`src/hdl/qps_pkg.sv`:
```
package qps_pkg;

	localparam int unsigned TIME_W  = 32;
	localparam int unsigned POS_W   = 32;
	localparam int unsigned SPEED_W = 40;
	localparam int unsigned MAG_W   = 39;
	localparam int unsigned CFG16_W = 16;
	localparam int unsigned CNT_W   = 4;
	localparam int unsigned DEN_W   = 64;
	localparam int unsigned PG_W    = 32;

	// 60 s/min * 1e6 us/s * 10 (EDGES_PER_MEASURE) * 256 (Q.8) = 153600000000, which needs 38 bits.
	localparam int unsigned NUM_W = 38;
	localparam logic [NUM_W-1:0] SPEED_NUM = 38'd153600000000;
	localparam logic [MAG_W-1:0] MAG_MAX   = {MAG_W{1'b1}};

	localparam logic [CNT_W-1:0] EDGES_PER_MEASURE = 4'd10;

	// The multiplier takes two bits of elapsed time per step.
	localparam int unsigned MUL_STEPS = TIME_W / 2;
	localparam int unsigned STEP_W    = 6;

	localparam logic [CFG16_W-1:0] PPR_RESET     = 16'd7;
	localparam logic [CFG16_W-1:0] GEAR_RESET    = 16'd100;
	localparam logic [TIME_W-1:0]  TIMEOUT_RESET = 32'd1000000;

	localparam int unsigned CFG_IDX_W  = 2;
	localparam int unsigned CFG_DATA_W = 32;

	typedef enum logic [CFG_IDX_W-1:0] {
		REG_PPR     = 2'd0,
		REG_GEAR    = 2'd1,
		REG_TIMEOUT = 2'd2
	} cfg_reg_t;

	typedef enum logic [1:0] {
		S_IDLE,
		S_CALC,
		S_HOLD
	} top_state_t;

	typedef enum logic [1:0] {
		C_IDLE,
		C_MUL,
		C_PREP,
		C_DIV
	} calc_state_t;

	typedef struct packed {
		logic              start;
		logic [TIME_W-1:0] elapsed;
	} calc_req_t;

	typedef struct packed {
		logic             done;
		logic [MAG_W-1:0] mag;
	} calc_rsp_t;

endpackage

```
`src/hdl/qps_if.sv`:
```
interface qps_sample_if;
	import qps_pkg::*;
	logic              valid;
	logic              ready;
	logic              pin_a;
	logic              pin_b;
	logic [TIME_W-1:0] time_us;

	modport source(output valid, output pin_a, output pin_b, output time_us, input ready);
	modport sink(input valid, input pin_a, input pin_b, input time_us, output ready);
endinterface

interface qps_result_if;
	import qps_pkg::*;
	logic                      valid;
	logic                      ready;
	logic signed [POS_W-1:0]   position;
	logic signed [SPEED_W-1:0] speed_rpm_q8;
	logic                      moved;

	modport source(output valid, output position, output speed_rpm_q8, output moved,
		input ready);
	modport sink(input valid, input position, input speed_rpm_q8, input moved,
		output ready);
endinterface

interface qps_cfg_if;
	import qps_pkg::*;
	logic                  valid;
	logic                  ready;
	logic [CFG_IDX_W-1:0]  index;
	logic [CFG_DATA_W-1:0] data;

	modport source(output valid, output index, output data, input ready);
	modport sink(input valid, input index, input data, output ready);
endinterface

```
`src/hdl/quadrature_position_and_speed.sv`:
```
// Channel  | Modport | Payload                          | Transfer when
// ---------+---------+----------------------------------+-----------------------
// samples  | sink    | pin_a, pin_b, time_us            | valid && ready
// results  | source  | position, speed_rpm_q8, moved    | valid && ready
// cfg      | sink    | index, data                      | valid && ready (always ready)
//
// A sample that does not complete a measurement is taken in the idle state; the next sample
// is taken in the following cycle as long as the result register is free or drains.
// A measuring sample's result waits for the serial speed unit: 16 multiply steps of two bits each
// and 38 one-bit division steps; the division is skipped when the divisor is zero.
// Reset is asynchronous and active low; it loads the register defaults and zeroes the state.
// While a result waits in the output register, one more sample can be taken and finished.
module quadrature_position_and_speed #(
	parameter logic [qps_pkg::CNT_W-1:0] MEASURE_EDGES = qps_pkg::EDGES_PER_MEASURE
) (
	input  logic          clk,
	input  logic          arst_n,
	qps_sample_if.sink    samples,
	qps_result_if.source  results,
	qps_cfg_if.sink       cfg
);
	import qps_pkg::*;

	top_state_t state_q, state_nxt;

	logic [CFG16_W-1:0] ppr_q;
	logic [CFG16_W-1:0] gear_q;
	logic [TIME_W-1:0]  timeout_q;

	logic               last_a_q;
	logic [POS_W-1:0]   pos_q;
	logic [CNT_W-1:0]   rcnt_q;
	logic [TIME_W-1:0]  lmt_q;
	logic [MAG_W-1:0]   mag_q;
	logic               neg_q;
	logic               pend_moved_q;

	logic               out_valid_q;
	logic [POS_W-1:0]   out_pos_q;
	logic [SPEED_W-1:0] out_speed_q;
	logic               out_moved_q;

	logic               in_xfer;
	logic               slot_free;
	logic               moved;
	logic [POS_W-1:0]   pos_nxt;
	logic               neg_nxt;
	logic [CNT_W-1:0]   cnt_inc;
	logic               measure;
	logic [TIME_W-1:0]  elapsed;
	logic [MAG_W-1:0]   mag_aged;

	logic               take;
	logic               start_calc;
	logic               out_direct;
	logic               out_hold;

	calc_req_t          req;
	calc_rsp_t          rsp;

	function automatic logic [SPEED_W-1:0] signed_speed(input logic [MAG_W-1:0] mag,
		input logic neg);
		logic [SPEED_W-1:0] ext;
		ext = {1'b0, mag};
		return neg ? (~ext + 1'b1) : ext;
	endfunction

	assign in_xfer   = samples.valid && samples.ready;
	assign slot_free = !out_valid_q || results.ready;

	assign moved    = samples.pin_a ^ last_a_q;
	assign pos_nxt  = !moved ? pos_q
		: (samples.pin_b != samples.pin_a) ? pos_q + 1'b1 : pos_q - 1'b1;
	assign neg_nxt  = moved ? (samples.pin_b == samples.pin_a) : neg_q;
	assign cnt_inc  = rcnt_q + 1'b1;
	assign measure  = moved && samples.pin_a && (cnt_inc >= MEASURE_EDGES);
	assign elapsed  = samples.time_us - lmt_q;
	assign mag_aged = (elapsed > timeout_q) ? '0 : mag_q;

	always_ff @(posedge clk or negedge arst_n) begin
		if (!arst_n) begin
			state_q <= S_IDLE;
		end else begin
			state_q <= state_nxt;
		end
	end

	always_comb begin
		state_nxt  = state_q;
		take       = 1'b0;
		start_calc = 1'b0;
		out_direct = 1'b0;
		out_hold   = 1'b0;
		unique case (state_q)
			S_IDLE: begin
				take = 1'b1;
				if (samples.valid) begin
					if (measure) begin
						start_calc = 1'b1;
						state_nxt  = S_CALC;
					end else if (slot_free) begin
						out_direct = 1'b1;
					end else begin
						state_nxt = S_HOLD;
					end
				end
			end
			S_CALC: begin
				if (rsp.done) state_nxt = S_HOLD;
			end
			S_HOLD: begin
				if (slot_free) begin
					out_hold  = 1'b1;
					state_nxt = S_IDLE;
				end
			end
			default: state_nxt = S_IDLE;
		endcase
	end

	assign samples.ready = take;

	always_ff @(posedge clk or negedge arst_n) begin
		if (!arst_n) begin
			ppr_q     <= PPR_RESET;
			gear_q    <= GEAR_RESET;
			timeout_q <= TIMEOUT_RESET;
		end else if (cfg.valid) begin
			unique case (cfg.index)
				REG_PPR:     ppr_q     <= cfg.data[CFG16_W-1:0];
				REG_GEAR:    gear_q    <= cfg.data[CFG16_W-1:0];
				REG_TIMEOUT: timeout_q <= cfg.data[TIME_W-1:0];
				default: begin
				end
			endcase
		end
	end

	assign cfg.ready = 1'b1;

	always_ff @(posedge clk or negedge arst_n) begin
		if (!arst_n) begin
			last_a_q     <= 1'b0;
			pos_q        <= '0;
			rcnt_q       <= '0;
			lmt_q        <= '0;
			mag_q        <= '0;
			neg_q        <= 1'b0;
			pend_moved_q <= 1'b0;
		end else begin
			if (in_xfer) begin
				last_a_q     <= samples.pin_a;
				pos_q        <= pos_nxt;
				neg_q        <= neg_nxt;
				pend_moved_q <= moved;
				if (measure) begin
					// The elapsed time after a measurement is zero, so no timeout applies.
					rcnt_q <= '0;
					lmt_q  <= samples.time_us;
				end else begin
					if (moved && samples.pin_a) rcnt_q <= cnt_inc;
					mag_q <= mag_aged;
				end
			end
			if ((state_q == S_CALC) && rsp.done) begin
				mag_q <= rsp.mag;
			end
		end
	end

	assign req.start   = start_calc;
	assign req.elapsed = elapsed;

	qps_speed_calc u_calc (
		.clk    (clk),
		.arst_n (arst_n),
		.ppr    (ppr_q),
		.gear   (gear_q),
		.req    (req),
		.rsp    (rsp)
	);

	always_ff @(posedge clk or negedge arst_n) begin
		if (!arst_n) begin
			out_valid_q <= 1'b0;
		end else if (out_direct || out_hold) begin
			out_valid_q <= 1'b1;
		end else if (results.ready) begin
			out_valid_q <= 1'b0;
		end
	end

	// A result that waits in the hold state keeps its fields in the state registers.
	always_ff @(posedge clk) begin
		if (out_direct) begin
			out_pos_q   <= pos_nxt;
			out_speed_q <= signed_speed(mag_aged, neg_nxt);
			out_moved_q <= moved;
		end else if (out_hold) begin
			out_pos_q   <= pos_q;
			out_speed_q <= signed_speed(mag_q, neg_q);
			out_moved_q <= pend_moved_q;
		end
	end

	assign results.valid        = out_valid_q;
	assign results.position     = $signed(out_pos_q);
	assign results.speed_rpm_q8 = $signed(out_speed_q);
	assign results.moved        = out_moved_q;

endmodule

```
`src/hdl/qps_speed_calc.sv`:
```
module qps_speed_calc (
	input  logic                           clk,
	input  logic                           arst_n,
	input  logic [qps_pkg::CFG16_W-1:0]    ppr,
	input  logic [qps_pkg::CFG16_W-1:0]    gear,
	input  qps_pkg::calc_req_t             req,
	output qps_pkg::calc_rsp_t             rsp
);
	import qps_pkg::*;

	calc_state_t state_q, state_nxt;

	logic [TIME_W-1:0] el_q;
	logic [PG_W-1:0]   pg_q;
	logic [DEN_W-1:0]  acc_q;
	logic [NUM_W-1:0]  num_q;
	logic [NUM_W-1:0]  rem_q;
	logic [STEP_W-1:0] step_q;
	logic              done_q;
	logic [MAG_W-1:0]  mag_q;

	logic [PG_W-1:0]   pg_prod;
	logic [PG_W+1:0]   partial;
	logic [DEN_W-1:0]  acc_nxt;
	logic [NUM_W:0]    trial;
	logic [NUM_W:0]    diff;
	logic              fits;
	logic              mul_last;
	logic              div_last;

	assign pg_prod = ppr * gear;

	// Left to right over the elapsed time, two bits at a time.
	assign partial = ({(PG_W+2){el_q[TIME_W-2]}} & {2'b00, pg_q})
		+ ({(PG_W+2){el_q[TIME_W-1]}} & {1'b0, pg_q, 1'b0});
	assign acc_nxt = {acc_q[DEN_W-3:0], 2'b00} + {{(DEN_W-PG_W-2){1'b0}}, partial};

	// Restoring division step; the divisor sits in acc_q.
	assign trial = {rem_q, num_q[NUM_W-1]};
	assign fits  = (acc_q[DEN_W-1:NUM_W+1] == '0) && (acc_q[NUM_W:0] <= trial);
	assign diff  = trial - acc_q[NUM_W:0];

	assign mul_last = (step_q == STEP_W'(MUL_STEPS - 1));
	assign div_last = (step_q == STEP_W'(NUM_W - 1));

	always_ff @(posedge clk or negedge arst_n) begin
		if (!arst_n) begin
			state_q <= C_IDLE;
			done_q  <= 1'b0;
		end else begin
			state_q <= state_nxt;
			done_q  <= ((state_q == C_PREP) && (acc_q == '0))
				|| ((state_q == C_DIV) && div_last);
		end
	end

	always_comb begin
		state_nxt = state_q;
		unique case (state_q)
			C_IDLE: if (req.start) state_nxt = C_MUL;
			C_MUL:  if (mul_last) state_nxt = C_PREP;
			C_PREP: state_nxt = (acc_q == '0) ? C_IDLE : C_DIV;
			C_DIV:  if (div_last) state_nxt = C_IDLE;
			default: state_nxt = C_IDLE;
		endcase
	end

	always_ff @(posedge clk) begin
		unique case (state_q)
			C_IDLE: begin
				if (req.start) begin
					el_q   <= req.elapsed;
					pg_q   <= pg_prod;
					acc_q  <= '0;
					step_q <= '0;
				end
			end
			C_MUL: begin
				acc_q  <= acc_nxt;
				el_q   <= {el_q[TIME_W-3:0], 2'b00};
				step_q <= mul_last ? '0 : step_q + 1'b1;
			end
			C_PREP: begin
				rem_q <= '0;
				num_q <= SPEED_NUM;
				if (acc_q == '0) begin
					mag_q <= MAG_MAX;
				end
			end
			C_DIV: begin
				rem_q  <= fits ? diff[NUM_W-1:0] : trial[NUM_W-1:0];
				num_q  <= {num_q[NUM_W-2:0], fits};
				step_q <= step_q + 1'b1;
				if (div_last) begin
					mag_q <= {1'b0, num_q[NUM_W-2:0], fits};
				end
			end
			default: begin
			end
		endcase
	end

	assign rsp.done = done_q;
	assign rsp.mag  = mag_q;

endmodule

```
`src/flat_wrapper.sv`:
```
// flat-port wrapper written by rule: the top's interface ports become plain ports
module quadrature_position_and_speed_flat import qps_pkg::*;
#(
	parameter logic [qps_pkg::CNT_W-1:0] MEASURE_EDGES = qps_pkg::EDGES_PER_MEASURE
)
  (clk, arst_n, samples_valid, samples_pin_a, samples_pin_b, samples_time_us, samples_ready, results_valid, results_position, results_speed_rpm_q8, results_moved, results_ready, cfg_valid, cfg_index, cfg_data, cfg_ready);
  qps_sample_if samples_i ();
  qps_result_if results_i ();
  qps_cfg_if cfg_i ();
  input  logic clk;
  input  logic arst_n;
  input wire logic [$bits(samples_i.valid)-1:0] samples_valid;
  input wire logic [$bits(samples_i.pin_a)-1:0] samples_pin_a;
  input wire logic [$bits(samples_i.pin_b)-1:0] samples_pin_b;
  input wire logic [$bits(samples_i.time_us)-1:0] samples_time_us;
  output wire logic [$bits(samples_i.ready)-1:0] samples_ready;
  output wire logic [$bits(results_i.valid)-1:0] results_valid;
  output wire logic [$bits(results_i.position)-1:0] results_position;
  output wire logic [$bits(results_i.speed_rpm_q8)-1:0] results_speed_rpm_q8;
  output wire logic [$bits(results_i.moved)-1:0] results_moved;
  input wire logic [$bits(results_i.ready)-1:0] results_ready;
  input wire logic [$bits(cfg_i.valid)-1:0] cfg_valid;
  input wire logic [$bits(cfg_i.index)-1:0] cfg_index;
  input wire logic [$bits(cfg_i.data)-1:0] cfg_data;
  output wire logic [$bits(cfg_i.ready)-1:0] cfg_ready;
  assign samples_i.valid = samples_valid;
  assign samples_i.pin_a = samples_pin_a;
  assign samples_i.pin_b = samples_pin_b;
  assign samples_i.time_us = samples_time_us;
  assign samples_ready = samples_i.ready;
  assign results_valid = results_i.valid;
  assign results_position = results_i.position;
  assign results_speed_rpm_q8 = results_i.speed_rpm_q8;
  assign results_moved = results_i.moved;
  assign results_i.ready = results_ready;
  assign cfg_i.valid = cfg_valid;
  assign cfg_i.index = cfg_index;
  assign cfg_i.data = cfg_data;
  assign cfg_ready = cfg_i.ready;
  quadrature_position_and_speed #(.MEASURE_EDGES(MEASURE_EDGES)) u_core (.clk(clk), .arst_n(arst_n), .samples(samples_i), .results(results_i), .cfg(cfg_i));
endmodule
```
`config.mk`:
```
export PLATFORM = sky130hd
export DESIGN_NAME = quadrature_position_and_speed_flat
export DESIGN_NICKNAME = d
export VERILOG_FILES = /design/src/hdl/qps_pkg.sv /design/src/hdl/qps_if.sv /design/src/hdl/quadrature_position_and_speed.sv /design/src/hdl/qps_speed_calc.sv /design/src/flat_wrapper.sv
export SDC_FILE = /design/constraint.sdc
export NUM_CORES = 2
export LEC_CHECK = 0
export BUFFER_PORTS_ARGS = -buffer_cell sky130_fd_sc_hd__buf_2
export CORE_ASPECT_RATIO = 1.25
export CORE_MARGIN = 2
export CORE_UTILIZATION = 30
export CTS_BUF_LIST = sky130_fd_sc_hd__clkbuf_8
export CTS_CLUSTER_SIZE = 16
export DETAILED_ROUTE_END_ITERATION = 16
export PLACE_DENSITY = 0.43
export REMOVE_ABC_BUFFERS = 1
export SLEW_MARGIN = 5
export SYNTH_ARGS = -nofsm -noshare
export SYNTH_HDL_FRONTEND = slang
export SYNTH_SLANG_ARGS = --single-unit
```
`constraint.sdc`:
```
create_clock -name clk -period 6.9 [get_ports clk]
set_input_delay 1.035 -clock clk [delete_from_list [all_inputs] [get_ports clk]]
set_output_delay 1.035 -clock clk [all_outputs]
set_load 0.005 [all_outputs]
```
==> metrics.cfg <==
[routing]
wire_per_inst_um = 17.9
antenna_left = 0
first_pass_iters = 5
dr.first_iter.drc_count = 1349
routed_wl_um = 111000
vias_per_cell = 4.93
route.detailed.drc = 0
vias = 30573

[synthesis]
synth_area_mm2 = 0.0400
syn_inst = 4165
yosys-top-cells-area = edfxtp_1, ha_1, dfrtp_1
ys.flop_type = edfxtp_1
synthDistinctLibCells = 86
yosys_warnings = 0
synthTopCellsByCount = nand2_1, inv_1, ha_1
synth_top_area_frac = 0.242
ys_seq_area_frac = 0.355
syn_avg_cell_area_um2 = 9.60
synth_most_common_cell = nand2_1
synth-edff-count = 322
ys_ff_latch = 502
ys_async_sr_fraction = 0.359
yosys.area.top_type = edfxtp_1

[clock_tree]
cts.path.max_buffers = 3
cts_tree = done
clk_pin_slew_ns = 0.06
numCtsBuffers = 98
clk_latency_ns = 0.78
cts.sinks = 502
cts-root-buf = clkbuf_8
cts-htree-levels = 3
hold_buffers = 0

[critical_path]
crit_required_ns = 7.38
r2r-start = u_core.gear_q[6]
worstSetupPathType = flop to flop
reg2reg_setup_slack_ns = 0.30
r2r_end = u_core.u_calc.pg_q[31]
cp-start-kind = flop
crit_path_end_kind = flop
crit_start = u_core.gear_q[6]
r2r_cells = 24
cp_max_fo = 7
critPathCapture = u_core.u_calc.pg_q[31]
cp.arrival_ns = 7.07

[global_route]
antenna_found_initial = 5
grt_use_total = 0.163
grt_pass1_vias = 31313
grt_max_degree = 74
grt_pass1_wl_um = 177000
overflow = 0

[final_layout]
post-route-util = 0.343
stdcell_count = 6200
fill_cells = 13690
drive_above_1_share = 0.142
syn2layout_area_growth_pct = 13.2
multi_input_area_mm2 = 0.0237
register_area_mm2 = 0.0142
final_nets = 4997

[floorplan]
rows = 149
die_area_mm2 = 0.136
die_w_um = 331
ios = 149
die_y_um = 412
core-area_mm2 = 0.132
start_util = 0.303

[placement]
io_buffers = 147
dpl.hpwl_um = 84800
dpl.cell_count = 6010
gp_congestion = 0.871

[sta]
maxSlewViolCount = 0
hold_viol_final = 0
skew_ns = 0.0748
finalSetupViolCount = 0
min_period_over_period = 0.956
clock.fmax_mhz = 152
slew_headroom = 0.200
worstMarginPinSlew_ns = 1.18
period_needed_ns = 6.60
rsz0062_at_grt = no

[power_and_ir_drop]
p_leak_nw = 20.8
p_int_w = 0.0139
swShare = 0.468
seqPwrFrac = 0.182
irDropWorstVdd_mv = 1.32
p_total_w = 0.0261
p_clk_frac = 0.112
switchingPower_w = 0.0122
combPwrFrac = 0.706
powerDensity_mw_per_mm2 = 577

[worst_hold_path]
hold_class = input port to async pin

[run]
cap_viol_max_count = 0

[outcome]
status = finished, final reports clean

stage by stage:
step | hold slack, ns | setup TNS, ns | instance area [um2] | setup slack [ns]
floorplan | 0.436 | -92.08 | 39400 | -0.905
global placement | 0.451 | -4.74 | 43300 | -0.316
detailed placement | 0.458 | -5.05 | 43300 | -0.328
CTS | 0.221 | 0 | 45200 | 0.118
global route | 0.298 | 0 | 45300 | 0.0206
finish | 0.306 | 0 | 45300 | 0.303
placed cells by master, fill, tap and decap left out, drive strengths merged, types with 30 or more instances in the layout:
cell,count
xor2,83
nor3,62
mux2,101
and2,176
dfrtp,167
nor2,232
nor4,30
a31oi,34
ha,344
or2,53
fa,199
nand3,79
xnor2,106
nand4,35
inv,464
a211oi,48
a22o,40
a21o,111
nand2b,31
buf,273
or3,33
and3,67
o21ai,192
clkbuf,114
a21oi,245
edfxtp,322
nand2,472
state kept, by name, indices dropped and copies added (netlist names), 2 cells and up:
register                     cells
u_core.u_calc.pg_q              32
u_core.u_calc.rem_q             38
u_core.u_calc.step_q             6
u_core.results.position         32
u_core.u_calc.num_q             38
u_core.ppr_q                    16
u_core.u_calc.state_q            2
u_core.results.speed_rpm_q8     40
u_core.state_q                   2
u_core.u_calc.el_q              32
u_core.u_calc.acc_q             64
u_core.mag_q                    39
u_core.rcnt_q                    4
u_core.gear_q                   16
u_core.timeout_q                32
u_core.lmt_q                    32
u_core.pos_q                    32
u_core.u_calc.mag_q             39
critical path, stage by stage, from the launching register on:
cell and delay, ns:
dfstp_2 0.58, nand2_1 0.09, fa_1 0.55, inv_1 0.06, fa_1 0.53, inv_1 0.05, fa_1 0.50, inv_1 0.05
fa_1 0.47, inv_1 0.05, fa_1 0.53, inv_1 0.05, fa_1 0.48, ha_1 0.32, buf_4 0.16, a21oi_1 0.14
a21oi_1 0.08, a211o_1 0.26, o31ai_2 0.26, buf_4 0.17, a211oi_1 0.09, or3_1 0.41, a31o_2 0.25, a21oi_2 0.14
xnor2_1 0.07
power groups by stage:
stage | clock, W | combinational, W | sequential, W
finish | 0.00292 | 0.0184 | 0.00476
global placement | 0 | 0.0186 | 0.00481
global route | 0.00319 | 0.0213 | 0.00480
floorplan | 0 | 0.0136 | 0.00481
CTS | 0.00307 | 0.0187 | 0.00476
detailed placement | 0 | 0.0186 | 0.00482
final cells by class:
class,count,area share
timing repair buffer,275,0.0386
clock buffer,112,0.0341
antenna,1,0.0000553
sequential,502,0.314
inverter,420,0.0348
tap,1736,0.0480
clock inverter,70,0.00730
multi-input combinational,3084,0.523
how the worst min path moves through the flow:
stage                            start  cells after the start  slack, ns           endpoint
6_report                        arst_n                      1       0.31   u_core.mag_q[33]
3_5_place_dp   u_core.u_calc.mag_q[31]                      1       0.46   u_core.mag_q[31]
4_1_cts                         arst_n                      1       0.22    u_core.mag_q[2]
5_1_grt                         arst_n                      1       0.30   u_core.pos_q[27]
2_1_floorplan     u_core.u_calc.done_q                      1       0.44  u_core.state_q[0]
3_3_place_gp   u_core.u_calc.mag_q[11]                      1       0.45   u_core.mag_q[11]
metal layers:
metal | global-route usage | wire length [um]
met1 | 0.206 | 49400
met2 | 0.290 | 55900
met3 | 0.0173 | 3190
met4 | 0.0511 | 2600
met5 | 0 | 0
cells by family (layout without fill, tap and decap cells):
kind of cell             Yosys count  after routing  share of synthesized area
multiplexers                     105            105                     0.0294
AND/OR/NAND/NOR                 1338           1338                      0.164
flip-flops                       502            502                      0.355
other                              1              2                  0.0000938
XOR/XNOR                         189            189                     0.0414
AO/OA/AOI/OAI                    908            908                      0.147
adder cells (fa/ha/maj)          543            543                      0.207
buffers and inverters            579            877                     0.0556
timing repair:
| item | CTS | global route |
|---|---|---|
| setup endpoints to repair | 0 | 15 |
| gates resized for setup | 0 | 13 |
| setup buffers | 0 | 7 |
(Power assumes the default switching activity.)
